$ cat config.mk
export PLATFORM = sky130hd
export DESIGN_NAME = lik_isqrt
export DESIGN_NICKNAME = d
export VERILOG_FILES = /design/src/sv/lik_pkg.sv /design/src/sv/lik_isqrt.sv
export SDC_FILE = /design/constraint.sdc
export NUM_CORES = 2
export LEC_CHECK = 0
export CAP_MARGIN = 20
export CORE_MARGIN = 2
export CORE_UTILIZATION = 40
export CTS_BUF_LIST = sky130_fd_sc_hd__clkbuf_16
export DETAILED_ROUTE_END_ITERATION = 10
export DONT_BUFFER_PORTS = 1
export PLACE_DENSITY = 0.51
export SLEW_MARGIN = 20
export SYNTH_ARGS = -nofsm -noshare
export SYNTH_HDL_FRONTEND = slang
export SYNTH_SLANG_ARGS = --single-unit
$ cat constraint.sdc
create_clock -name clk -period 4.9 [get_ports clk]
set_input_delay 0.735 -clock clk [delete_from_list [all_inputs] [get_ports clk]]
set_output_delay 0.735 -clock clk [all_outputs]
set_load 0.05 [all_outputs]
$ cat src/sv/lik_pkg.sv
`timescale 1ns / 1ps
`default_nettype none

package lik_pkg;

	localparam int CORDIC_STEPS = 20;
	localparam int ISQRT_STEPS  = 32;
	localparam int ACOS_LAT     = 4 + ISQRT_STEPS + CORDIC_STEPS + 1;

	typedef logic signed [23:0] cang_t;
	typedef logic signed [25:0] angle_t;

	localparam angle_t DEG180_Q16 = 26'sd11796480;

	typedef enum logic [2:0] {
		REG_HIP_OFFSET  = 3'd0,
		REG_FRONT_UPPER = 3'd1,
		REG_FRONT_LOWER = 3'd2,
		REG_REAR_UPPER  = 3'd3,
		REG_REAR_LOWER  = 3'd4
	} reg_idx_t;

	// Arctangent of 2^-i in 1/65536 degree.
	function automatic logic [21:0] atan_q16(input logic [4:0] i);
		logic [21:0] r;
		unique case (i)
			5'd0:    r = 22'd2949120;
			5'd1:    r = 22'd1740967;
			5'd2:    r = 22'd919879;
			5'd3:    r = 22'd466945;
			5'd4:    r = 22'd234379;
			5'd5:    r = 22'd117304;
			5'd6:    r = 22'd58666;
			5'd7:    r = 22'd29335;
			5'd8:    r = 22'd14668;
			5'd9:    r = 22'd7334;
			5'd10:   r = 22'd3667;
			5'd11:   r = 22'd1833;
			5'd12:   r = 22'd917;
			5'd13:   r = 22'd458;
			5'd14:   r = 22'd229;
			5'd15:   r = 22'd115;
			5'd16:   r = 22'd57;
			5'd17:   r = 22'd29;
			5'd18:   r = 22'd14;
			5'd19:   r = 22'd7;
			default: r = 22'd0;
		endcase
		return r;
	endfunction

endpackage

`default_nettype wire

$ cat src/sv/lik_isqrt.sv
`timescale 1ns / 1ps
`default_nettype none

module lik_isqrt (
	input  logic        clk,
	input  logic        en,
	input  logic [61:0] arg,
	output logic [30:0] root
);
	import lik_pkg::*;

	logic [63:0] v_s [1:ISQRT_STEPS-1];
	logic [63:0] r_s [1:ISQRT_STEPS];

	genvar k;
	generate
		for (k = 0; k < ISQRT_STEPS; k++) begin : g_step
			logic [63:0] cur_v;
			logic [63:0] cur_r;
			logic [63:0] bit_w;
			logic [63:0] trial;
			logic        take;

			if (k == 0) begin : g_first
				assign cur_v = {2'b00, arg};
				assign cur_r = '0;
			end else begin : g_next
				assign cur_v = v_s[k];
				assign cur_r = r_s[k];
			end

			assign bit_w = 64'd1 << (62 - 2 * k);
			assign trial = cur_r + bit_w;
			assign take  = (cur_v >= trial);

			always_ff @(posedge clk) begin
				if (en) begin
					r_s[k+1] <= take ? ((cur_r >> 1) + bit_w) : (cur_r >> 1);
				end
			end

			if (k < ISQRT_STEPS - 1) begin : g_rem
				always_ff @(posedge clk) begin
					if (en) begin
						v_s[k+1] <= take ? (cur_v - trial) : cur_v;
					end
				end
			end
		end
	endgenerate

	assign root = r_s[ISQRT_STEPS][30:0];

endmodule

`default_nettype wire

# Word-level counts from Yosys, hierarchy flattened
# Memories as Yosys holds them, arrays and structs flattened.
# Index checks and enable logic that the tools add are counted.
# Widths: inputs -> output; s select.
[totals]
elab_cells = 192
out_inout_bits = 31
input_bits = 64
register_bits = 0
memories = 2
ramBits = 4032
[classes]
order_cmp = 32
n_addsub = 93
mux = 65
[mem_list]
columns = ["memory", "words", "width", "rd", "rd_ports_with_merged_regs", "write_ports", "line", "rtl"]
rows = [
  ["r_s", 32, 64, 32, 0, 32, "lik_isqrt.sv:13", "logic [63:0] r_s [1:ISQRT_STEPS];"],
  ["v_s", 31, 64, 31, 0, 31, "lik_isqrt.sv:12", "logic [63:0] v_s [1:ISQRT_STEPS-1];"],
]
[ops]
columns = ["cell", "count"]
rows = [
  ["$mux 64", 62],
  ["$ge 64x64->1", 31],
  ["$sub 64x64->64", 30],
  ["$add 63x1->64 const B", 1],
  ["$add 63x11->64 const B", 1],
  ["$add 63x13->64 const B", 1],
  ["$add 63x15->64 const B", 1],
  ["$add 63x17->64 const B", 1],
  ["$add 63x19->64 const B", 1],
  ["$add 63x21->64 const B", 1],
  ["$add 63x23->64 const B", 1],
  ["$add 63x25->64 const B", 1],
  ["$add 63x27->64 const B", 1],
  ["$add 63x29->64 const B", 1],
  ["$add 63x3->64 const B", 1],
  ["$add 63x31->64 const B", 1],
  ["$add 63x33->64 const B", 1],
  ["$add 63x35->64 const B", 1],
  ["$add 63x37->64 const B", 1],
  ["$add 63x39->64 const B", 1],
  ["$add 63x41->64 const B", 1],
  ["$add 63x43->64 const B", 1],
  ["$add 63x45->64 const B", 1],
  ["$add 63x47->64 const B", 1],
  ["other kinds (45)", 46],
]

# Longest topological paths before layout
# An unclocked memory read counts as a cell.
[depth]
depth_word = 4
mapped_depth = 15
mapped_depth_nobuf = 12

# Least setup slack after synthesis
# Ideal clock, no wire load.
[synth_path]
path_kind = "reg-to-reg"
start = "register v_s[1][605] (netlist name)"
end = "register v_s[1][698] (netlist name)"
arrival_time_ns = 3.218
stages_incl_launch_ff = 12
required_time_ns = 4.629
period_less_slack_ns = 3.490
slack_ns = 1.410
path_buffers = 0
setup_time_ns = 0.271
cell_sequence = "edfxtp_1 > ha_1 > a21o_1 > a21o_1 > a21o_1 > and2_1 > a2111oi_2 > o21ai_0 > or4_1 > or4_4 > nor4_1 > xor2_1"

==> reports/qor.csv <==
metric,value,unit
floorplan core area,292000,um^2
total congestion overflow,0,
Site Rows,198,
Final setup violation count,0,
critical path type,register to register,
Post-DP Area,122000,um^2
Layout fillers,26247,
DR vias/cell,5.35,
TritonCTS clock tree,yes,
Mapped Cells,9158,
Slew Limit Fails,0,
metal2 WL,137000,um
clk buf depth,4,
GRT Total Usage,0.185,
r2r endpoint,v_s[1][814]$_DFFE_PP_,
Vias,72335,
status,completed,
Worst Skew,0.0612,ns
IO Pins,95,
clk_lat worst skew,0.90,ns
Initial Utilization,0.403,
Syn Area/Cell,12.8,um^2
Inst Count DP,12947,
commonest cells in the netlist,"edfxtp_1, inv_1, nor2_1, a21oi_1, ha_1",
gpl congestion,0.872,
share of the synthesized area in the top cell type,0.634,
WP data required,5.49,ns
Final period util,0.906,
Chip Height,546,um
arrival time of the worst setup path,5.03,ns
Yosys cell types,96,
Iter 0 DRT Violations,5837,
# clock sinks,2477,
first-pass GRT wire length,433000,um
"Design Area, Final",132000,um^2
Period minus WS final,4.44,ns
uppermost layer routed,met4,
Port Buf Inserts,0,
largest cells by area after synthesis,"edfxtp_1, ha_1, xnor2_1, xor2_1, a21oi_1",
Num CTS Buffers,281,
multi-input logic area,39900,um^2
launching point of the worst reg2reg path,v_s[1][714]$_DFFE_PP_,
largest net degree at the start of global routing,257,
total die area,298000,um^2
area delta synth->final,12.5,%
min-delay src,en,
maximum VDD drop,0.308,mV
initial antenna violation count,4,
total length of routed wires,283000,um
largest area contributor in the netlist,edfxtp_1,
"Cell Count, Final, Fillers Out",13513,
CP Max Fanout,9,
RSZ-0062 raised after global routing,no,
vias in the first global route,71953,
Post-Syn Nets,9747,
fraction of registers with async set/reset,0,
Reg2Reg Depth,11,
Final ANT Viol Nets,0,
most common cell in the netlist,edfxtp_1,
final setup margin,0.462,ns
synthesized cell area,117000,um^2
H-tree depth,5,
sequential share of the synthesized area,0.634,
Cells on Worst Hold Path,0,
Storage cell area,74400,um^2
# DRC,0,
Die Width,546,um
nets,9986,
clock root buffer,clkbuf_16,
f_max,0.225,GHz
FF-to-FF setup slack,0.46,ns
"Primary FF master, synth",edfxtp_1,
hold_ws,0.136,ns
synthesized flop and latch total,2477,
Post-DP HPWL,208000,um
Hold Path End,v_s[0][884]$_DFFE_PP_,
"Hold Vio Cnt, Final",0,
met3 routed WL,13100,um
CP endpoint kind,register,
Metal-1 WL,127000,um
number of max-cap violations,0,
Post-synth EDFFs,2477,
Rel. slew slack,0.280,
WL/cell,21.0,um
Power Dens Cells,458,nW/um^2
worst slew pin tran,1.07,ns
Startpoint Class,register,
Hold WC Path Type,input pin to register,
share of layout cells above drive strength 1,0.0691,
Leak,49.4,nW
pre-CTS setup slack,-1.11,ns
synth warn,0,
Clock transition at path regs,0.06,ns
Detailed Routing Iterations Pass 1,6,
[placed cells by master, fill, tap and decap left out, types with 37 or more instances in the layout]
| master | n |
|---|---|
| clkinv_2 | 49 |
| a21oi_1 | 572 |
| nand2_1 | 484 |
| o21bai_1 | 56 |
| ha_1 | 525 |
| nor4_1 | 325 |
| inv_1 | 716 |
| a21o_1 | 248 |
| or2_2 | 38 |
| or3_1 | 109 |
| buf_4 | 61 |
| clkbuf_16 | 288 |
| xor2_1 | 399 |
| nor2b_1 | 58 |
| a31oi_1 | 37 |
| o211ai_1 | 38 |
| nand3_1 | 159 |
| nand4_1 | 142 |
| dlygate4sd3_1 | 62 |
| mux2_2 | 105 |
| nand2b_1 | 114 |
| clkinv_1 | 51 |
| o21a_1 | 102 |
| xnor2_1 | 474 |
| edfxtp_1 | 2477 |
| nor2_1 | 627 |
| o21ai_0 | 337 |
| o31ai_1 | 37 |
| or4_1 | 77 |
| and3_1 | 38 |
| nor3_1 | 276 |
[worst max-delay path by stage]
stage,start,endpoint,cells after the start
after floorplan,v_s[1][605]$_DFFE_PP_,v_s[1][698]$_DFFE_PP_,11
after global placement,en,v_s[1][912]$_DFFE_PP_,5
after global routing,v_s[1][870]$_DFFE_PP_,v_s[1][949]$_DFFE_PP_,11
after CTS,v_s[1][870]$_DFFE_PP_,v_s[1][949]$_DFFE_PP_,11
after detailed placement,en,v_s[1][912]$_DFFE_PP_,7
final,v_s[1][714]$_DFFE_PP_,v_s[1][814]$_DFFE_PP_,11
[stage by stage]
stage               power, mW  setup TNS, ns  utilization
floorplan                36.5              0            -
global placement         40.4        -465.75        0.420
detailed placement       40.4        -221.30        0.420
CTS                      61.2              0        0.453
global route             63.6              0        0.453
finish                   60.5              0        0.453
[cells by family (layout without fill, tap and decap cells)]
group                    after synthesis  after routing  share of synthesized area
AO/OA/AOI/OAI                       1671           1671                     0.0894
XOR/XNOR                             873            873                     0.0651
adder cells (fa/ha/maj)              525            525                     0.0559
buffers and inverters                846           1300                     0.0274
flip-flops                          2477           2477                      0.634
multiplexers                         115            115                     0.0109
other                                  0              1                          0
AND/OR/NAND/NOR                     2651           2651                      0.118
[worst max-delay path: stages (launching register included)]
cell and delay (ns):
edfxtp_1 0.39, ha_1 0.37, nor2b_1 0.15, o21a_1 0.14, o21ai_0 0.17, a21boi_0 0.59
a41oi_1 0.44, o41ai_4 0.64, o211a_1 0.38, nand2_1 0.15, or4b_1 0.55, xnor2_1 0.16
[sequential cells by signal (all words and copies together), names as in the netlist]
name / count
v_s: 1981
r_s: 496
[power by group]
part	internal, mW	total (mW)	switching (mW)
logic	4.74	11.4	6.69
clock network	11.9	20.4	8.50
registers	26.6	28.7	2.05
total	43.3	60.5	17.2
[layout make-up]
| cell class | count | share of cell area |
|---|---|---|
| Antenna cell | 1 | 0.0000189 |
| Clock buffer | 287 | 0.0544 |
| Clock inverter | 211 | 0.0129 |
| Inverter | 661 | 0.0188 |
| Multi-Input combinational cell | 5835 | 0.302 |
| Sequential cell | 2477 | 0.563 |
| Tap cell | 3900 | 0.0369 |
| Timing Repair Buffer | 141 | 0.0119 |
[per-layer routing]
layer / global-route usage / vias up
li1: - / 34889
met2: 0.312 / 1436
met4: 0.0444 / 0
met1: 0.251 / 35601
met3: 0.0289 / 409
met5: 0 / -
[repair_timing]
item,in CTS,in global routing
setup buffers,0,0
hold endpoints to repair,62,0
hold buffers,62,0
resized for setup,0,2
endpoints found under the setup margin,122,122
gates cloned,1,1
(Power assumes the default switching activity.)
